### src/hw/rtl/pulse_width_speed_meter_macros.svh
// Assertion macros used by pwsm_ctrl. They sample on clk and are
// disabled while rst_n is low.
`ifndef PULSE_WIDTH_SPEED_METER_MACROS_SVH
`define PULSE_WIDTH_SPEED_METER_MACROS_SVH

`define PWSM_ASSERT_IMP(lbl, a, c) \
  lbl: assert property (@(posedge clk) disable iff (!rst_n) (a) |-> (c)) \
    else $error("pwsm assertion failed");

`define PWSM_ASSERT_NXT(lbl, a, c) \
  lbl: assert property (@(posedge clk) disable iff (!rst_n) (a) |=> (c)) \
    else $error("pwsm assertion failed");

`endif

### src/hw/rtl/pwsm_pkg.sv
package pwsm_pkg;

  localparam int unsigned TimeoutW = 16;
  localparam int unsigned SpeedW   = 32;
  localparam int unsigned DivCntW  = 5;

  localparam logic [TimeoutW-1:0] TimeoutReset = 16'd5000;
  localparam logic [SpeedW-1:0]   NumerReset   = 32'd4000000;
  localparam logic [TimeoutW-1:0] ElapsedMax   = 16'hFFFF;

  localparam logic CfgTimeout = 1'b0;
  localparam logic CfgNumer   = 1'b1;

  typedef enum logic [2:0] {
    S_IDLE,
    S_WAIT_LOW,
    S_WAIT_HIGH,
    S_MEASURE,
    S_DIV
  } state_t;

  typedef enum logic [1:0] {
    EL_HOLD,
    EL_CLEAR,
    EL_INC,
    EL_ONE
  } el_op_t;

  typedef struct packed {
    el_op_t el_op;
    logic   div_start;
    logic   push_timeout;
    logic   push_div;
  } ctl_cmd_t;

  typedef struct packed {
    logic ge_inc;
    logic ge_one;
    logic div_done;
    logic q_room;
  } ctl_sts_t;

endpackage

### src/hw/rtl/pwsm_ctrl.sv
`include "pulse_width_speed_meter_macros.svh"

module pwsm_ctrl (
  input  logic              clk,
  input  logic              rst_n,
  input  logic              in_tvalid,
  output logic              in_tready,
  input  logic              start_req,
  input  logic              feedback_level,
  input  pwsm_pkg::ctl_sts_t sts,
  output pwsm_pkg::ctl_cmd_t cmd
);
  import pwsm_pkg::*;

  state_t st_r;
  state_t st_nxt;
  logic   acc;

  assign in_tready = (st_r != S_DIV) && sts.q_room;
  assign acc       = in_tvalid && in_tready;

  always_ff @(posedge clk) begin
    if (!rst_n) begin
      st_r <= S_IDLE;
    end else begin
      st_r <= st_nxt;
    end
  end

  always_comb begin
    st_nxt = st_r;
    if (acc) begin
      if (start_req) begin
        st_nxt = S_WAIT_LOW;
      end else begin
        unique case (st_r)
          S_WAIT_LOW: begin
            if (sts.ge_inc) begin
              st_nxt = S_IDLE;
            end else if (!feedback_level) begin
              st_nxt = S_WAIT_HIGH;
            end
          end
          S_WAIT_HIGH: begin
            if (sts.ge_inc) begin
              st_nxt = S_IDLE;
            end else if (feedback_level) begin
              st_nxt = sts.ge_one ? S_IDLE : S_MEASURE;
            end
          end
          S_MEASURE: begin
            if (!feedback_level) begin
              st_nxt = S_DIV;
            end else if (sts.ge_inc) begin
              st_nxt = S_IDLE;
            end
          end
          default: st_nxt = st_r;
        endcase
      end
    end else if (st_r == S_DIV && sts.div_done && sts.q_room) begin
      st_nxt = S_IDLE;
    end
  end

  always_comb begin
    cmd = '{el_op: EL_HOLD, div_start: 1'b0, push_timeout: 1'b0, push_div: 1'b0};
    if (acc) begin
      if (start_req) begin
        cmd.el_op = EL_CLEAR;
      end else begin
        unique case (st_r)
          S_WAIT_LOW: begin
            if (sts.ge_inc) begin
              cmd.push_timeout = 1'b1;
              cmd.el_op        = EL_CLEAR;
            end else begin
              cmd.el_op = EL_INC;
            end
          end
          S_WAIT_HIGH: begin
            if (sts.ge_inc) begin
              cmd.push_timeout = 1'b1;
              cmd.el_op        = EL_CLEAR;
            end else if (!feedback_level) begin
              cmd.el_op = EL_INC;
            end else if (sts.ge_one) begin
              cmd.push_timeout = 1'b1;
              cmd.el_op        = EL_CLEAR;
            end else begin
              cmd.el_op = EL_ONE;
            end
          end
          S_MEASURE: begin
            if (!feedback_level) begin
              cmd.div_start = 1'b1;
            end else if (sts.ge_inc) begin
              cmd.push_timeout = 1'b1;
              cmd.el_op        = EL_CLEAR;
            end else begin
              cmd.el_op = EL_INC;
            end
          end
          default: cmd.el_op = EL_HOLD;
        endcase
      end
    end else if (st_r == S_DIV && sts.div_done && sts.q_room) begin
      cmd.push_div = 1'b1;
      cmd.el_op    = EL_CLEAR;
    end
  end

  `PWSM_ASSERT_IMP(a_push_div_done, cmd.push_div, sts.div_done && st_r == S_DIV)
  `PWSM_ASSERT_NXT(a_start_enters_div, cmd.div_start, st_r == S_DIV && !sts.div_done)
  `PWSM_ASSERT_IMP(a_one_push, cmd.push_timeout, !cmd.push_div && !cmd.div_start)

endmodule

### src/hw/rtl/pwsm_div.sv
module pwsm_div (
  input  logic                          clk,
  input  logic                          rst_n,
  input  logic                          start,
  input  logic [pwsm_pkg::SpeedW-1:0]   dividend,
  input  logic [pwsm_pkg::TimeoutW-1:0] divisor,
  output logic                          done,
  output logic [pwsm_pkg::SpeedW-1:0]   quotient
);
  import pwsm_pkg::*;

  logic [SpeedW-1:0]   quot_r;
  logic [TimeoutW-1:0] rem_r;
  logic [TimeoutW-1:0] dvs_r;
  logic [DivCntW-1:0]  cnt_r;
  logic                busy_r;
  logic                done_r;
  logic [TimeoutW:0]   trial;
  logic                fits;
  logic [TimeoutW:0]   diff;

  assign trial = {rem_r, quot_r[SpeedW-1]};
  assign fits  = trial >= {1'b0, dvs_r};
  assign diff  = trial - {1'b0, dvs_r};

  always_ff @(posedge clk) begin
    if (!rst_n) begin
      busy_r <= 1'b0;
      done_r <= 1'b0;
      cnt_r  <= '0;
    end else if (start) begin
      busy_r <= 1'b1;
      done_r <= 1'b0;
      cnt_r  <= '0;
    end else if (busy_r) begin
      cnt_r <= cnt_r + 1'b1;
      if (cnt_r == '1) begin
        busy_r <= 1'b0;
        done_r <= 1'b1;
      end
    end
  end

  always_ff @(posedge clk) begin
    if (start) begin
      quot_r <= dividend;
      rem_r  <= '0;
      dvs_r  <= divisor;
    end else if (busy_r) begin
      quot_r <= {quot_r[SpeedW-2:0], fits};
      rem_r  <= fits ? diff[TimeoutW-1:0] : trial[TimeoutW-1:0];
    end
  end

  assign done     = done_r;
  assign quotient = quot_r;

endmodule

### src/hw/rtl/pwsm_dp.sv
module pwsm_dp (
  input  logic                        clk,
  input  logic                        rst_n,
  input  logic                        cfg_we,
  input  logic                        cfg_index,
  input  logic [pwsm_pkg::SpeedW-1:0] cfg_data,
  input  pwsm_pkg::ctl_cmd_t          cmd,
  output pwsm_pkg::ctl_sts_t          sts,
  output logic                        out_tvalid,
  input  logic                        out_tready,
  output logic [pwsm_pkg::SpeedW-1:0] out_tdata,
  output logic                        out_tuser
);
  import pwsm_pkg::*;

  logic [TimeoutW-1:0] timeout_r;
  logic [SpeedW-1:0]   numer_r;
  logic [TimeoutW-1:0] elapsed_r;
  logic [TimeoutW-1:0] el_inc;
  logic [TimeoutW-1:0] width;
  logic                div_done;
  logic [SpeedW-1:0]   quotient;

  logic [SpeedW:0]     q_mem_r [2];
  logic                q_wp_r;
  logic                q_rp_r;
  logic [1:0]          q_cnt_r;
  logic                push;
  logic                pop;
  logic [SpeedW:0]     push_data;

  always_ff @(posedge clk) begin
    if (!rst_n) begin
      timeout_r <= TimeoutReset;
      numer_r   <= NumerReset;
    end else if (cfg_we) begin
      unique case (cfg_index)
        CfgTimeout: timeout_r <= cfg_data[TimeoutW-1:0];
        CfgNumer:   numer_r   <= cfg_data;
        default:    numer_r   <= numer_r;
      endcase
    end
  end

  assign el_inc = (elapsed_r == ElapsedMax) ? elapsed_r : elapsed_r + 1'b1;
  assign width  = (elapsed_r == '0) ? TimeoutW'(1) : elapsed_r;

  always_ff @(posedge clk) begin
    if (!rst_n) begin
      elapsed_r <= '0;
    end else begin
      unique case (cmd.el_op)
        EL_HOLD:  elapsed_r <= elapsed_r;
        EL_CLEAR: elapsed_r <= '0;
        EL_INC:   elapsed_r <= el_inc;
        EL_ONE:   elapsed_r <= TimeoutW'(1);
        default:  elapsed_r <= elapsed_r;
      endcase
    end
  end

  pwsm_div u_div (
    .clk      (clk),
    .rst_n    (rst_n),
    .start    (cmd.div_start),
    .dividend (numer_r),
    .divisor  (width),
    .done     (div_done),
    .quotient (quotient)
  );

  assign push      = cmd.push_timeout || cmd.push_div;
  assign pop       = out_tvalid && out_tready;
  assign push_data = cmd.push_div ? {1'b0, quotient} : {1'b1, {SpeedW{1'b0}}};

  always_ff @(posedge clk) begin
    if (!rst_n) begin
      q_wp_r  <= 1'b0;
      q_rp_r  <= 1'b0;
      q_cnt_r <= '0;
    end else begin
      if (push) begin
        q_wp_r <= ~q_wp_r;
      end
      if (pop) begin
        q_rp_r <= ~q_rp_r;
      end
      q_cnt_r <= q_cnt_r + {1'b0, push} - {1'b0, pop};
    end
  end

  always_ff @(posedge clk) begin
    if (push) begin
      q_mem_r[q_wp_r] <= push_data;
    end
  end

  assign out_tvalid = (q_cnt_r != '0);
  assign out_tdata  = q_mem_r[q_rp_r][SpeedW-1:0];
  assign out_tuser  = q_mem_r[q_rp_r][SpeedW];

  assign sts.ge_inc   = el_inc >= timeout_r;
  assign sts.ge_one   = timeout_r <= TimeoutW'(1);
  assign sts.div_done = div_done;
  assign sts.q_room   = (q_cnt_r != 2'd2);

endmodule

### src/hw/rtl/pulse_width_speed_meter.sv
// A timeout result is queued when its tick is accepted; a two-word output queue
// holds results while ticks go on. A pulse-end tick starts the 32-step radix-2
// divider, whose quotient is queued once done and the queue has room. One tick
// per cycle is taken while the queue has room, except that input is held off from
// the pulse-end tick until its quotient is queued. Synchronous active-low reset
// sets idle, clears the count and queue, loads timeout 5000 and numerator 4000000.
module pulse_width_speed_meter (
  input  logic        clk,
  input  logic        rst_n,
  input  logic        in_tvalid,
  output logic        in_tready,
  input  logic [7:0]  in_tdata,   // [0] start_req, [1] feedback_level, [7:2] zero
  output logic        out_tvalid,
  input  logic        out_tready,
  output logic [31:0] out_tdata,  // [31:0] speed_rps
  output logic        out_tuser,  // [0] timed_out
  input  logic        cfg_we,
  input  logic        cfg_index,
  input  logic [31:0] cfg_data
);
  import pwsm_pkg::*;

  ctl_cmd_t cmd;
  ctl_sts_t sts;

  pwsm_ctrl u_ctrl (
    .clk            (clk),
    .rst_n          (rst_n),
    .in_tvalid      (in_tvalid),
    .in_tready      (in_tready),
    .start_req      (in_tdata[0]),
    .feedback_level (in_tdata[1]),
    .sts            (sts),
    .cmd            (cmd)
  );

  pwsm_dp u_dp (
    .clk        (clk),
    .rst_n      (rst_n),
    .cfg_we     (cfg_we),
    .cfg_index  (cfg_index),
    .cfg_data   (cfg_data),
    .cmd        (cmd),
    .sts        (sts),
    .out_tvalid (out_tvalid),
    .out_tready (out_tready),
    .out_tdata  (out_tdata),
    .out_tuser  (out_tuser)
  );

endmodule

### config.mk
export PLATFORM = sky130hd
export DESIGN_NAME = pulse_width_speed_meter
export DESIGN_NICKNAME = d
export VERILOG_FILES = /design/src/hw/rtl/pwsm_pkg.sv /design/src/hw/rtl/pwsm_ctrl.sv /design/src/hw/rtl/pwsm_div.sv /design/src/hw/rtl/pwsm_dp.sv /design/src/hw/rtl/pulse_width_speed_meter.sv
export VERILOG_INCLUDE_DIRS = /design/src /design/src/hw/rtl
export SDC_FILE = /design/constraint.sdc
export NUM_CORES = 1
export LEC_CHECK = 0
export ABC_AREA = 1
export ABC_CLOCK_PERIOD_IN_PS = 6300
export BUFFER_PORTS_ARGS = -buffer_cell sky130_fd_sc_hd__buf_2
export CAP_MARGIN = 40
export CORE_UTILIZATION = 50
export CTS_CLUSTER_DIAMETER = 40
export DETAILED_ROUTE_END_ITERATION = 16
export PLACE_DENSITY = 0.69
export SETUP_SLACK_MARGIN = 0.2
export SLEW_MARGIN = 20
export SYNTH_ARGS = -nofsm -noshare
export SYNTH_HDL_FRONTEND = slang
export SYNTH_HIERARCHICAL = 1
export SYNTH_SLANG_ARGS = --single-unit
### constraint.sdc
create_clock -name clk -period 6.3 [get_ports clk]
set_input_delay 0.315 -clock clk [delete_from_list [all_inputs] [get_ports clk]]
set_output_delay 0.315 -clock clk [all_outputs]
set_load 0.1 [all_outputs]
# --- Word-level counts from Yosys, hierarchy flattened ---
# Memory sizes are Yosys's and may differ from the RTL's. A register that Yosys moved wholly into a read port is not among the register bits.
# Cells that the tools add are included.
# W data, S select, Z words.
word_totals:
  regBits: 142
  mem_bits_rw: 66
  out_inout_bits: 35
  memories: 1
classes:
  addsub: 5
  n_lt_le_gt_ge: 3
  n_eq_ne: 15
  muxes: 45
  bitwise_logic: 4
  reduce_logical: 16
memory_table:
  columns: ["name", "depth", "width", "rd", "rd_clocked_by_memory_dff", "write_ports", "line", "rtl"]
  rows:
  - ["u_dp.q_mem_r", 2, 33, 1, 1, 1, "pwsm_dp.sv:24", "logic [SpeedW:0] q_mem_r [2];"]
op_table:
  columns: ["cell", "n"]
  rows:
  - ["$mux W32", 2]
  - ["$pmux W16 S3", 1]
  - ["$mux W33", 1]
  - ["$mux W16", 2]
  - ["$mux W3", 9]
  - ["$mux W2", 10]
  - ["$ne A5 B5 Y1 const B", 4]
  - ["$ge A17 B16 Y1", 1]
  - ["$mux W1", 17]
  - ["$add A16 B1 Y16 const B", 1]
  - ["$eq A16 B16 Y1 const B", 1]
  - ["$ge A16 B16 Y1", 1]
  - ["$le A16 B1 Y1 const B", 1]
  - ["$logic_not A16 Y1", 1]
  - ["$sub A16 B16 Y16", 1]
  - ["$pmux W3 S3", 1]
  - ["$eq A3 B2 Y1 const B", 2]
  - ["$pmux W2 S3", 1]
  - ["$reduce_and A2 Y1", 3]
  - ["$reduce_bool A2 Y1", 3]
  - ["$add A5 B1 Y5 const B", 1]
  - ["$eq A5 B5 Y1 const B", 1]
  - ["$logic_and A1 B1 Y1", 5]
  - ["$reduce_and A5 Y1", 1]
  - ["13 further kinds", 17]

# --- Logic depth before layout (Yosys ltp) ---
# Gate-level depths: netlist (run 1).
depth:
  depth_word: 11
  mapped_depth: 26
  ltp_nobuf: 25

# --- Modules after synthesis ---
# The synthesis (run 1) kept the hierarchy.
modules_own_cells:
  columns: ["mod", "n_inst", "cells_per_inst", "area_each_um2", "seq_area_each_um2"]
  rows:
  - ["pwsm_dp", 1, 666, 6155.9, 3363.2]
  - ["pwsm_div", 1, 515, 3988.8, 1901.8]
  - ["pwsm_ctrl", 1, 62, 345.3, 60.1]

# --- Worst setup path after synthesis (run 1) ---
# No wires, ideal clock.
synth_path:
  path_kind: "register to register"
  startpoint: "reg u_dp.elapsed_r[0]"
  endpoint: "mem u_dp/q_mem_r[1][0] (netlist bit) (enable)"
  setup_ns: 0.425
  arrival_time_ns: 3.932
  setup_slack_ns: 1.943
  stages_incl_launch_ff: 20
  n_path_buf: 0
  path_cell_list: "dfxtp_1 ha_1 nand3_1 inv_2 nand2_4 nor2_8 nand2_1 o21a_1 ha_1 a21oi_1 o21a_1 nor2_1 o21ai_0 nand3_1 inv_1 nand2_1 nand3_1 a21oi_1 nor2_1 nor2_1"
synth_rtl:
  columns: ["item", "line", "rtl"]
  rows:
  - ["start: declaration", "pwsm_dp.sv:18", "logic [TimeoutW-1:0] elapsed_r;"]
  - ["start signal: assignment", "pwsm_dp.sv:53", "EL_HOLD: elapsed_r <= elapsed_r;"]
  - ["start signal: assignment", "pwsm_dp.sv:55", "EL_INC: elapsed_r <= el_inc;"]
  - ["start signal: assignment", "pwsm_dp.sv:56", "EL_ONE: elapsed_r <= TimeoutW'(1);"]
  - ["end: declaration", "pwsm_dp.sv:24", null]

==> results of run 1 <==
final cells by class:
cell class / count / share of cell area, %
sequential: 209 / 43.32
multi-input combinational: 814 / 34.97
clock buffer: 44 / 7.726
inverter: 163 / 4.998
timing repair buffer: 94 / 4.988
tap: 270 / 2.748
clock inverter: 10 / 1.252
per-stage QoR:
step | total power [mW] | utilization, % | setup slack [ns] | cells
floorplan | 1.990 | - | 1.943 | 1243
detailed placement | 2.102 | 54.52 | 2.074 | 1545
global route | 4.047 | 60.17 | 1.677 | 1604
CTS | 3.898 | 60.17 | 2.049 | 1604
finish | 3.873 | 60.17 | 2.089 | 1604
global placement | 2.089 | 53.83 | 1.993 | 1537
sequential cells by signal (all words and copies together), names as in the netlist, named ones only:
| signal | flops |
|---|---|
| u_ctrl/st_r | 3 |
| u_dp/u_div/quotient | 32 |
| u_dp/q_rp_r | 1 |
| u_dp/elapsed_r | 16 |
| u_dp/q_cnt_r | 2 |
| u_dp/u_div/busy_r | 1 |
| u_dp/u_div/cnt_r | 5 |
| u_dp/timeout_r | 16 |
| u_dp/numer_r | 32 |
| u_dp/u_div/dvs_r | 16 |
| u_dp/q_mem_r | 66 |
| u_dp/u_div/done | 1 |
| u_dp/u_div/rem_r | 16 |
| u_dp/q_wp_r | 1 |
cell families (layout without fill, tap and decap cells):
family          count (synthesis)  after routing  share of synthesized area [%]
fa+ha+maj                      39             39                          4.723
simple gates                  600            600                          24.62
xor+xnor                       13             13                          1.085
buf+inv                       220            311                          8.361
compound gates                129            129                          6.906
mux                            33             33                          3.542
flops                         209            209                          50.76
cell usage in the layout, fill, tap and decap left out, types with 3 or more instances in the layout:
cell type,count
sky130_fd_sc_hd__nand2_1,355
sky130_fd_sc_hd__inv_1,156
sky130_fd_sc_hd__edfxtp_1,114
sky130_fd_sc_hd__nor2_1,110
sky130_fd_sc_hd__dfxtp_1,95
sky130_fd_sc_hd__buf_2,74
sky130_fd_sc_hd__nand3_1,61
sky130_fd_sc_hd__o21ai_0,54
sky130_fd_sc_hd__a21oi_1,45
sky130_fd_sc_hd__ha_1,38
sky130_fd_sc_hd__clkbuf_16,35
sky130_fd_sc_hd__mux2_2,33
sky130_fd_sc_hd__nand4_1,18
sky130_fd_sc_hd__nor3_1,14
sky130_fd_sc_hd__nand2_2,12
sky130_fd_sc_hd__a21oi_2,10
sky130_fd_sc_hd__buf_4,10
sky130_fd_sc_hd__o211ai_1,8
sky130_fd_sc_hd__xor2_1,7
sky130_fd_sc_hd__nand3b_1,7
sky130_fd_sc_hd__nand2_4,6
sky130_fd_sc_hd__xnor2_1,6
sky130_fd_sc_hd__clkbuf_1,5
sky130_fd_sc_hd__dlygate4sd3_1,5
sky130_fd_sc_hd__inv_2,5
sky130_fd_sc_hd__clkbuf_8,4
sky130_fd_sc_hd__nand3_2,4
sky130_fd_sc_hd__a31oi_1,4
sky130_fd_sc_hd__inv_6,3
sky130_fd_sc_hd__bufinv_16,3
sky130_fd_sc_hd__nor2_4,3
sky130_fd_sc_hd__o21a_1,3
sky130_fd_sc_hd__nor2_2,3
sky130_fd_sc_hd__buf_16,3
power by group through the flow:
stage	clock network, mW	logic [mW]	registers (mW)
global placement	0	0.566	1.52
floorplan	0	0.472	1.52
global route	1.88	0.670	1.50
detailed placement	0	0.577	1.52
CTS	1.82	0.584	1.50
finish	1.78	0.592	1.50
critical path, stage by stage, from the launching register on:
cell and delay [ns]:
sky130_fd_sc_hd__dfxtp_1 0.43, sky130_fd_sc_hd__ha_1 0.29, sky130_fd_sc_hd__nand3_1 0.17, sky130_fd_sc_hd__nor2_1 0.27, sky130_fd_sc_hd__nand3_1 0.11, sky130_fd_sc_hd__nand2_1 0.07, sky130_fd_sc_hd__nand3_1 0.15, sky130_fd_sc_hd__ha_1 0.34
sky130_fd_sc_hd__nand4_1 0.12, sky130_fd_sc_hd__nor3_1 0.23, sky130_fd_sc_hd__o21ai_0 0.14, sky130_fd_sc_hd__nand3_1 0.21, sky130_fd_sc_hd__inv_1 0.10, sky130_fd_sc_hd__nand2_1 0.08, sky130_fd_sc_hd__nand3_1 0.07, sky130_fd_sc_hd__a21oi_1 0.21
sky130_fd_sc_hd__nor2_1 0.14, sky130_fd_sc_hd__nor2_4 0.51, sky130_fd_sc_hd__buf_16 0.25
metal layers:
metal	vias to the layer above	routed length, um	GRT usage, %
li1	4155	-	-
met1	3806	10930	30.29
met5	-	12	0
met3	32	1422	3.727
met2	203	10840	36.37
met4	2	312	5.365
worst min path at each step:
stage | end
finish | u_dp/numer_r[25]$_SDFFE_PN0P_
global route | u_dp/numer_r[25]$_SDFFE_PN0P_
CTS | u_dp/numer_r[25]$_SDFFE_PN0P_
detailed placement | flop
global placement | flop
floorplan | flop
repair_timing:
item | 4_1_cts | 5_1_grt
endpoints found under the setup margin | 0 | 0
hold buffers | 5 | 0
hold endpoints to repair | 5 | 0
resized for setup | 0 | 0
==> flow_metrics.py, run 1 <==
metrics = {
    "hold_path": {
        "timing.hold.worst.start": "cfg_data[25]",
        "hp-class": "in2reg",
        "worst_hold_path.num_cells": 3,
    },
    "pwr": {
        "combinational_fraction_of_design_power_pct": 15.3,
        "cellInternalPower_mw": 2.843,
        "total_leakage_power_nw": 5.734,
        "share_seq_of_total_power_pct": 38.7,
        "max-vdd-ir-drop_mv": 0.2362,
        "power_density_nw_per_um2": 315.1,
        "power.clock.fraction_pct": 46.1,
        "power.switching_fraction_pct": 26.59,
        "power.switching_mw": 1.030,
    },
    "worst_setup_path": {
        "worst_r2r_dst": "u_dp/q_mem_r[1][3]$_DFFE_PP_",
        "cp-startpoint": "u_dp/elapsed_r[0]$_SDFFE_PN0P_",
        "critical_path_destination": "u_dp/q_mem_r[1][3]$_DFFE_PP_",
        "path_max_fanout": 19,
        "critical_path_arrival_ns": 4.46,
        "critical_path.endpoint_type": "flop",
        "worstSetupPathType": "reg2reg",
        "reg2regPathDepth": 18,
        "setup.reg_to_reg.worst_slack_ns": 2.09,
        "rr_startpoint": "u_dp/elapsed_r[0]$_SDFFE_PN0P_",
        "timing.critical_path.from_type": "flop",
        "critical_path_required_ns": 6.55,
    },
    "floorplanning": {
        "die_height_um": 146.8,
        "dieArea_sq_um": 21560,
        "start_util_pct": 51.35,
        "core_area_sq_um": 20430,
        "die-width_um": 146.8,
        "rows": 52,
        "ioPinCount": 81,
    },
    "cells_and_area": {
        "nFillCells": 1820,
        "final_layout_size_suffix_gt1_share_pct": 16.42,
        "storage_element_area_sq_um": 5325,
        "fin_area_sq_um": 12290,
        "syn2layout_area_growth_pct": 17.18,
        "nets": 1396,
        "n_antenna_cell": 0,
        "multi_input_comb_area_sq_um": 4298,
    },
    "timing": {
        "fin_crit_ns": 4.211,
        "timing.max_slew.rel_slack_pct": 46.66,
        "max_freq_mhz": 237.5,
        "worstMarginPinSlew_ns": 0.7971,
        "final-max-slew-violation-count": 0,
        "hold_violations": 0,
        "hold_ws_ns": 0.01731,
        "layout_worst_path_cycle_share_pct": 66.84,
        "setup_viol": 0,
        "skew_final_ns": 0.01738,
        "rsz0062_at_grt": "false",
        "setup-tns-final_ns": 0,
    },
    "logic_synthesis": {
        "synth-warning-count": 6,
        "synth_async_sr_flop_share_pct": 0,
        "synthDominantAreaCellType": "sky130_fd_sc_hd__edfxtp_1",
        "post-synth-top-area-fraction_pct": 32.63,
        "netlist_top_cells_area": "sky130_fd_sc_hd__edfxtp_1, sky130_fd_sc_hd__dfxtp_1, sky130_fd_sc_hd__nand2_1",
        "netlist-cell-type-count": 41,
        "synth_sequential_area_ratio_pct": 50.76,
        "synth_fp_nets": 1328,
        "main_synth_ff_type": "sky130_fd_sc_hd__edfxtp_1",
        "synth_edf_count": 114,
        "cell_area_after_technology_mapping_sq_um": 10490,
        "synth.cells.most_frequent": "sky130_fd_sc_hd__nand2_1, sky130_fd_sc_hd__inv_1, sky130_fd_sc_hd__edfxtp_1",
        "synthCells": 1243,
        "average_instance_area_after_synthesis_sq_um": 8.439,
        "library_cell_with_the_highest_instance_count_after_synthesis": "sky130_fd_sc_hd__nand2_1",
        "postSynthRegisterBits": 209,
    },
    "grt": {
        "grt_use_total_pct": 22.08,
        "grt_start_max_net_pins": 36,
        "grt_remaining_overflow": 0,
        "first_pass_grt_wire_length_mm": 38.50,
        "first_global_vias": 7838,
        "number_of_antenna_violations_at_the_first_check_in_global_routing": 1,
    },
    "placement": {
        "detailedPlacementHpwl_mm": 16.37,
        "routabilityCongestion": 0.9063,
        "placed_cell_area_sq_um": 11140,
        "place.port_buffers": 74,
    },
    "clock_tree": {
        "max-clock-path-buffers": 3,
        "cts_sinks": 209,
        "cts.htree.levels": 1,
        "tritoncts.num_buffers": 29,
        "post_cts_setup_buffers": 0,
        "clk_transition_reported_paths_ns": 0.05,
        "clk-insertion-delay-late_ns": 0.55,
        "clockRootBuffer": "sky130_fd_sc_hd__clkbuf_16",
        "cts_tree": "yes",
    },
    "flow_run": {
        "drv.max_cap_violation_count": 0,
    },
    "detailed_routing": {
        "routed_via_density": 5.111,
        "antenna_violating_nets_post_route": 0,
        "route.detailed.drc": 0,
        "detailroute.via_count": 8198,
        "totalWireLength_mm": 23.51,
        "drt_iter0_markers": 573,
        "count_of_tritonroute_iterations_in_the_first_routing_pass": 5,
        "route.detailed.wl_per_inst_um": 14.66,
    },
    "status": {
        "outcome": "complete, no violations",
    },
}
Power figures use the tool's default switching activity.
==> run 2, diff against run 1 <==
--- a/config.mk
+++ b/config.mk
@@ -6,8 +6,8 @@
 export SDC_FILE = /design/constraint.sdc
 export NUM_CORES = 1
 export LEC_CHECK = 0
-export ABC_AREA = 1
-export ABC_CLOCK_PERIOD_IN_PS = 6300
+export ABC_AREA = 0
+export ABC_CLOCK_PERIOD_IN_PS = 4400
 export BUFFER_PORTS_ARGS = -buffer_cell sky130_fd_sc_hd__buf_2
 export CAP_MARGIN = 40
 export CORE_UTILIZATION = 50
==> constraint.sdc (replaced) <==
create_clock -name clk -period 4.4 [get_ports clk]
set_input_delay 0.22 -clock clk [delete_from_list [all_inputs] [get_ports clk]]
set_output_delay 0.22 -clock clk [all_outputs]
set_load 0.1 [all_outputs]
==> flow_metrics.py, run 2 <==
metrics = {
    "floorplanning": {
        "ioPinCount": 81,
        "core_area_sq_um": 20430,
        "die_height_um": 147.1,
        "die-width_um": 147.1,
        "start_util_pct": 51.51,
        "dieArea_sq_um": 21630,
        "rows": 52,
    },
    "hold_path": {
        "hp-class": "in2reg",
    },
    "detailed_routing": {
        "routed_via_density": 5.571,
        "detailroute.via_count": 7860,
        "drt_iter0_markers": 388,
        "totalWireLength_mm": 23.87,
        "count_of_tritonroute_iterations_in_the_first_routing_pass": 5,
        "route.detailed.wl_per_inst_um": 16.92,
        "route.detailed.drc": 0,
        "antenna_violating_nets_post_route": 0,
    },
    "clock_tree": {
        "cts_tree": "yes",
        "cts_sinks": 209,
        "clk-insertion-delay-late_ns": 0.56,
        "cts.htree.levels": 1,
        "clk_transition_reported_paths_ns": 0.06,
        "tritoncts.num_buffers": 30,
        "clockRootBuffer": "sky130_fd_sc_hd__clkbuf_16",
        "max-clock-path-buffers": 3,
    },
    "timing": {
        "max_freq_mhz": 245.0,
        "rsz0062_at_grt": "false",
        "worstMarginPinSlew_ns": 0.7364,
        "final-max-slew-violation-count": 0,
        "setup_viol": 0,
        "layout_worst_path_cycle_share_pct": 92.75,
        "timing.max_slew.rel_slack_pct": 50.73,
        "skew_final_ns": 0.009834,
        "hold_violations": 0,
        "fin_crit_ns": 4.081,
        "setup-tns-final_ns": 0,
    },
    "grt": {
        "first_global_vias": 7541,
        "grt_use_total_pct": 21.75,
        "grt_use_met3_pct": 3.540,
        "first_pass_grt_wire_length_mm": 38.06,
        "grt_util_met2_pct": 36.01,
        "grt_start_max_net_pins": 40,
        "grt_remaining_overflow": 0,
        "grt_use_met1_pct": 29.63,
        "busiest_layer": "met2",
        "number_of_antenna_violations_at_the_first_check_in_global_routing": 0,
    },
    "logic_synthesis": {
        "library_cell_with_the_highest_instance_count_after_synthesis": "sky130_fd_sc_hd__nand2_1",
        "main_synth_ff_type": "sky130_fd_sc_hd__edfxtp_1",
        "synthDominantAreaCellType": "sky130_fd_sc_hd__edfxtp_1",
        "synth_async_sr_flop_share_pct": 0,
        "cell_area_after_technology_mapping_sq_um": 10520,
        "synth_fp_nets": 1092,
        "netlist-cell-type-count": 83,
        "average_instance_area_after_synthesis_sq_um": 10.45,
        "synth_sequential_area_ratio_pct": 50.61,
        "synth-warning-count": 6,
        "synthCells": 1007,
        "postSynthRegisterBits": 209,
        "post-synth-top-area-fraction_pct": 32.53,
        "synth_edf_count": 114,
        "netlist_top_cells_area": "sky130_fd_sc_hd__edfxtp_1, sky130_fd_sc_hd__dfxtp_1, sky130_fd_sc_hd__mux2_2",
        "synth.cells.most_frequent": "sky130_fd_sc_hd__nand2_1, sky130_fd_sc_hd__edfxtp_1, sky130_fd_sc_hd__dfxtp_1",
    },
    "pwr": {
        "power.switching_mw": 1.093,
        "combinational_fraction_of_design_power_pct": 4.9,
        "share_seq_of_total_power_pct": 44.1,
        "power_density_nw_per_um2": 370.5,
        "power.switching_fraction_pct": 23.11,
        "power.clock.fraction_pct": 50.9,
        "max-vdd-ir-drop_mv": 0.2965,
        "total_leakage_power_nw": 4.711,
        "cellInternalPower_mw": 3.635,
    },
    "cells_and_area": {
        "nFillCells": 1656,
        "fin_area_sq_um": 12760,
        "layout_common_cells": "sky130_fd_sc_hd__nand2_1, sky130_fd_sc_hd__edfxtp_1, sky130_fd_sc_hd__dfxtp_1, sky130_fd_sc_hd__buf_2, sky130_fd_sc_hd__mux2_2",
        "layout.cells.most_common": "sky130_fd_sc_hd__nand2_1",
        "syn2layout_area_growth_pct": 21.28,
        "layout.cells.non_filler": 1411,
        "n_antenna_cell": 0,
        "largest_reg_by_ff_count": "u_dp/q_mem_r",
        "storage_element_area_sq_um": 5335,
        "multi_input_comb_area_sq_um": 4813,
        "largest_register_ffs": 66,
        "final_layout_size_suffix_gt1_share_pct": 25.59,
        "nets": 1202,
    },
    "status": {
        "outcome": "complete, no violations",
    },
    "placement": {
        "detailedPlacementHpwl_mm": 15.92,
        "placedCellCount": 1315,
        "routabilityCongestion": 0.8926,
        "placed_cell_area_sq_um": 11230,
        "place.port_buffers": 74,
    },
    "worst_setup_path": {
        "path_max_fanout": 6,
        "critical_path.endpoint_type": "flop",
        "critical_path_arrival_ns": 4.52,
        "worstSetupPathType": "reg2reg",
        "timing.critical_path.from_type": "flop",
        "critical_path_required_ns": 4.84,
    },
    "flow_run": {
        "drv.max_cap_violation_count": 0,
    },
}
## run 2: cell count changes after synthesis, sizes merged, moves of 33 or more
cell,before,now
a21boi,0,37
and2,2,44
inv,162,46
mux2,33,66
nand2,373,134
nand3,65,28
nor2,118,52
o21ai,57,22
## run 2: path summary, 6_finish.rpt
| check | from | endpoint | slack [ns] | cells past startpoint |
|---|---|---|---|---|
| max | u_dp/elapsed_r[0]$_SDFFE_PN0P_ | u_dp/q_cnt_r[1]$_SDFF_PN0_ | 0.32 | 22 |
| min | rst_n | u_dp/numer_r[20]$_SDFFE_PN1P_ | 0.10 | 2 |
| max reg2reg | u_dp/elapsed_r[0]$_SDFFE_PN0P_ | u_dp/q_cnt_r[1]$_SDFF_PN0_ | 0.32 | 22 |
| min reg2reg | u_dp/numer_r[14]$_SDFFE_PN0P_ | u_dp/numer_r[14]$_SDFFE_PN0P_ | 0.46 | 2 |
## run 2: repair_timing
item	4_1_cts	5_1_grt
hold buffers	33	0
pin swaps	0	6
endpoints found under the hold margin	49	0
resized for setup	3	25
buffers inserted	0	7
endpoints found under the setup margin	3	77
## run 2: cell type report
| type | instances | area share (%) |
|---|---|---|
| sequential | 209 | 41.80 |
| multi-input combinational | 677 | 37.72 |
| timing repair buffer | 153 | 8.324 |
| clock buffer | 35 | 6.343 |
| tap | 270 | 2.647 |
| clock inverter | 21 | 1.814 |
| inverter | 46 | 1.353 |
## run 2: worst max-delay path: stages, from the launching register on
cell and delay (ns):
sky130_fd_sc_hd__dfxtp_2 0.36, sky130_fd_sc_hd__ha_4 0.18, sky130_fd_sc_hd__nand2_2 0.13, sky130_fd_sc_hd__nor4_4 0.28, sky130_fd_sc_hd__buf_4 0.17, sky130_fd_sc_hd__a31oi_1 0.07
sky130_fd_sc_hd__a21oi_1 0.19, sky130_fd_sc_hd__ha_1 0.28, sky130_fd_sc_hd__o21ai_0 0.18, sky130_fd_sc_hd__nor2_1 0.06, sky130_fd_sc_hd__a211oi_1 0.30, sky130_fd_sc_hd__o211ai_1 0.14
sky130_fd_sc_hd__buf_4 0.17, sky130_fd_sc_hd__buf_4 0.12, sky130_fd_sc_hd__o211ai_1 0.27, sky130_fd_sc_hd__nor4_2 0.08, sky130_fd_sc_hd__nor2_1 0.15, sky130_fd_sc_hd__ha_1 0.24
sky130_fd_sc_hd__inv_1 0.06, sky130_fd_sc_hd__ha_1 0.17, sky130_fd_sc_hd__xnor2_2 0.12, sky130_fd_sc_hd__xnor2_1 0.07, sky130_fd_sc_hd__and2_1 0.16
## run 2: power groups by stage
stage | Sequential [mW] | Combinational, mW | Clock [mW]
final | 2.09 | 0.233 | 2.41
after global routing | 2.09 | 0.257 | 2.55
after CTS | 2.09 | 0.228 | 2.45
after detailed placement | 2.13 | 0.204 | 0
after global placement | 2.13 | 0.202 | 0
after floorplan | 2.12 | 0.144 | 0
## run 2: stage by stage
stage	hold slack (ns)	worst slack (ns)	util, %	total power, mW
2_1_floorplan	0.3375	0.3072	-	2.263
3_3_place_gp	0.4306	0.2468	54.95	2.328
3_5_place_dp	0.4344	0.1883	54.95	2.331
4_1_cts	0.08873	0.2080	61.77	4.764
5_1_grt	0.09923	0.05953	62.47	4.895
6_report	0.1030	0.3191	62.47	4.728
## run 2: routing by layer
layer | wire length (um) | vias to the layer above | part of all wire (%)
li1 | - | 3853 | -
met1 | 10840 | 3746 | 45
met2 | 11360 | 216 | 48
met3 | 1231 | 45 | 5.2
met4 | 441 | 0 | 1.8
met5 | 0 | - | 0
## run 2: cell families after synthesis
family	Yosys count	share of synthesized area [%]
flops	209	50.61
fa+ha+maj	39	4.709
buf+inv	121	4.851
simple gates	359	17.63
xor+xnor	21	1.819
mux	73	7.729
compound gates	185	12.65
==> run 3, diff against run 2 <==
--- a/config.mk
+++ b/config.mk
@@ -10,13 +10,15 @@
 export ABC_CLOCK_PERIOD_IN_PS = 4400
 export BUFFER_PORTS_ARGS = -buffer_cell sky130_fd_sc_hd__buf_2
 export CAP_MARGIN = 40
-export CORE_UTILIZATION = 50
+export CELL_PAD_IN_SITES_DETAIL_PLACEMENT = 1
+export CELL_PAD_IN_SITES_GLOBAL_PLACEMENT = 2
+export CORE_UTILIZATION = 39
 export CTS_CLUSTER_DIAMETER = 40
 export DETAILED_ROUTE_END_ITERATION = 16
-export PLACE_DENSITY = 0.69
+export MAX_ROUTING_LAYER = met4
+export PLACE_DENSITY = 0.81
 export SETUP_SLACK_MARGIN = 0.2
 export SLEW_MARGIN = 20
 export SYNTH_ARGS = -nofsm -noshare
 export SYNTH_HDL_FRONTEND = slang
-export SYNTH_HIERARCHICAL = 1
 export SYNTH_SLANG_ARGS = --single-unit
==> flow_metrics.py, run 3 <==
metrics = {
    "cells_and_area": {
        "largest_register_ffs": 66,
        "nets": 1200,
        "n_antenna_cell": 0,
        "syn2layout_area_growth_pct": 23.67,
        "layout.cells.most_common": "sky130_fd_sc_hd__nand2_1",
        "layout_common_cells": "sky130_fd_sc_hd__nand2_1, sky130_fd_sc_hd__edfxtp_1, sky130_fd_sc_hd__dfxtp_1, sky130_fd_sc_hd__buf_2, sky130_fd_sc_hd__inv_1",
        "largest_reg_by_ff_count": "u_dp.q_mem_r",
        "layout.cells.non_filler": 1472,
        "fin_area_sq_um": 12320,
        "final_layout_size_suffix_gt1_share_pct": 19.96,
    },
    "logic_synthesis": {
        "netlist_top_cells_area": "sky130_fd_sc_hd__edfxtp_1, sky130_fd_sc_hd__dfxtp_1, sky130_fd_sc_hd__nand2_1",
        "synth-warning-count": 0,
        "main_synth_ff_type": "sky130_fd_sc_hd__edfxtp_1",
        "synth_edf_count": 114,
        "synthDominantAreaCellType": "sky130_fd_sc_hd__edfxtp_1",
        "netlist-cell-type-count": 57,
        "library_cell_with_the_highest_instance_count_after_synthesis": "sky130_fd_sc_hd__nand2_1",
        "postSynthRegisterBits": 209,
        "synth_async_sr_flop_share_pct": 0,
        "synth_fp_nets": 1091,
        "synthCells": 1006,
        "synth.cells.most_frequent": "sky130_fd_sc_hd__nand2_1, sky130_fd_sc_hd__edfxtp_1, sky130_fd_sc_hd__dfxtp_1",
        "average_instance_area_after_synthesis_sq_um": 9.905,
        "cell_area_after_technology_mapping_sq_um": 9965,
        "post-synth-top-area-fraction_pct": 34.35,
        "synth_sequential_area_ratio_pct": 53.44,
    },
    "grt": {
        "grt_start_max_net_pins": 51,
        "first_pass_grt_wire_length_mm": 39.45,
        "grt_use_total_pct": 19.59,
        "number_of_antenna_violations_at_the_first_check_in_global_routing": 0,
        "first_global_vias": 7701,
        "grt_remaining_overflow": 0,
    },
    "timing": {
        "skew_final_ns": 0.02215,
        "setup-tns-final_ns": 0,
        "worstMarginPinSlew_ns": 0.7583,
        "timing.max_slew.rel_slack_pct": 48.81,
        "rsz0062_at_grt": "false",
        "layout_worst_path_cycle_share_pct": 91.40,
        "final-max-slew-violation-count": 0,
        "setup_viol": 0,
        "max_freq_mhz": 248.6,
        "fin_crit_ns": 4.022,
        "hold_violations": 0,
        "postLayoutSetupSlackWorst_ns": 0.3782,
    },
    "floorplanning": {
        "start_util_pct": 39.69,
        "die-width_um": 161.8,
        "ioPinCount": 81,
        "die_height_um": 161.8,
        "dieArea_sq_um": 26190,
        "rows": 58,
        "core_area_sq_um": 25110,
    },
    "worst_setup_path": {
        "critical_path.n_buffers_inverters": 5,
        "path_max_fanout": 8,
        "max_stage_delay_ns": 0.37,
        "crit_chain": "ha_2 -> and3_4 -> and3_1 -> nand4_1 -> and3_4 -> and3_1 -> xor2_1 -> ha_1 -> and4_1 -> o2111ai_1 -> o211ai_1 -> and2_4 -> buf_4 -> o211ai_1 -> buf_4 -> buf_4 -> a21oi_4 -> buf_12 -> clkbuf_16",
        "critical_path_arrival_ns": 4.25,
        "critical_path.slowest_cell": "sky130_fd_sc_hd__dfxtp_4",
        "critical_path.endpoint_type": "flop",
        "timing.critical_path.from_type": "flop",
        "critical_path_required_ns": 4.63,
        "worstSetupPathType": "reg2reg",
        "crit_family": "simple AND/OR/NAND/NOR gates",
        "critical_path.most_common_cell": "sky130_fd_sc_hd__buf_4",
    },
    "clock_tree": {
        "clockRootBuffer": "sky130_fd_sc_hd__clkbuf_16",
        "cts_sinks": 209,
        "tritoncts.num_buffers": 35,
        "clk_transition_reported_paths_ns": 0.05,
        "clk-insertion-delay-late_ns": 0.52,
        "max-clock-path-buffers": 3,
        "cts.htree.levels": 2,
        "cts_tree": "yes",
    },
    "placement": {
        "placedCellCount": 1367,
        "routabilityCongestion": 0.8200,
        "place.port_buffers": 74,
        "detailedPlacementHpwl_mm": 16.39,
        "placed_cell_area_sq_um": 10670,
        "place_ws_ns": 0.2143,
    },
    "detailed_routing": {
        "route.detailed.wl_per_inst_um": 16.94,
        "detailroute.via_count": 7470,
        "totalWireLength_mm": 24.93,
        "drt_iter0_markers": 229,
        "routed_via_density": 5.075,
        "route.detailed.drc": 0,
        "antenna_violating_nets_post_route": 0,
        "count_of_tritonroute_iterations_in_the_first_routing_pass": 4,
    },
    "pwr": {
        "total_leakage_power_nw": 4.997,
        "max-vdd-ir-drop_mv": 0.2591,
        "power_density_nw_per_um2": 476.5,
    },
    "flow_run": {
        "drv.max_cap_violation_count": 0,
    },
    "hold_path": {
        "hp-class": "in2reg",
    },
    "status": {
        "outcome": "complete, no violations",
    },
}
[run 3: cell types whose count changed in the layout (fill, tap and decap cells not counted), sizes merged, moves of 8 or more]
cell and change:
a211oi -9, buf -16, clkinv +9, mux2 -33
nand2 +95, nor4 -9, o21ai +10, xor2 +8
[run 3: final timing paths]
path	from	end	slack (ns)	cells after the start
worst min-delay path	cfg_data[22]	u_dp.numer_r[22]$_SDFFE_PN0P_	0.04	3
worst max-delay path	u_dp.elapsed_r[0]$_SDFFE_PN0P_	u_dp.q_mem_r[0][5]$_DFFE_PP_	0.38	19
worst max register to register	u_dp.elapsed_r[0]$_SDFFE_PN0P_	u_dp.q_mem_r[0][5]$_DFFE_PP_	0.38	19
worst min register to register	u_dp.numer_r[17]$_SDFFE_PN0P_	u_dp.numer_r[17]$_SDFFE_PN0P_	0.46	2
[run 3: per-layer routing]
layer,track usage [%],part of all wire [%],vias to the layer above
li1,-,-,3691
met1,24.82,47,3618
met2,32.50,48,119
met3,3.090,3.3,42
met4,5.274,1.8,0
met5,-,0,-
[run 3: worst min-delay path: cells and delay by family]
family | cells | cell delay, ns
AOI/OAI and AO/OA | 1 | 0.11
buffers and inverters | 1 | 0.10
and+or+nand+nor | 1 | 0.07
[run 3: final cells by class]
class | count | area, sq um
Multi-Input combinational cell | 687 | 4230
Tap cell | 330 | 412.9
Clock buffer | 35 | 875.8
Fill cell | 2863 | 12790
Inverter | 45 | 170.2
Sequential cell | 209 | 5333
Timing Repair Buffer | 137 | 1012
Clock inverter | 29 | 289.0
[run 3: cells by family after synthesis]
group                    after synthesis  share of synthesized area, %
flip-flops                           209                         53.44
buffers and inverters                110                         4.633
adder cells (fa/ha/maj)               39                         4.972
AO/OA/AOI/OAI                        161                         10.59
multiplexers                          40                         4.433
AND/OR/NAND/NOR                      414                         19.04
XOR/XNOR                              33                         2.900
[run 3: stage by stage]
step,utilization (%),hold WS (ns),power [mW]
6_report,49.08,0.04225,5.872
4_1_cts,48.39,0.02312,5.937
3_3_place_gp,42.41,0.4290,3.204
2_1_floorplan,-,0.3442,3.019
3_5_place_dp,42.51,0.4340,3.221
5_1_grt,49.08,0.05013,6.097
[run 3: power breakdown]
part / leakage, nW / internal (mW) / switching, mW / total, mW
registers: 1.85 / 2.10 / 0.0459 / 2.14
clock network: 0.554 / 1.62 / 1.04 / 2.67
logic: 2.60 / 0.315 / 0.749 / 1.06
[run 3: what timing repair did]
| item | 4_1_cts | 5_1_grt |
|---|---|---|
| setup endpoints to repair | 0 | 86 |
| endpoints found under the hold margin | 42 | 0 |
| gates resized for setup | 0 | 16 |
| hold buffers | 31 | 0 |
| setup buffers | 0 | 6 |
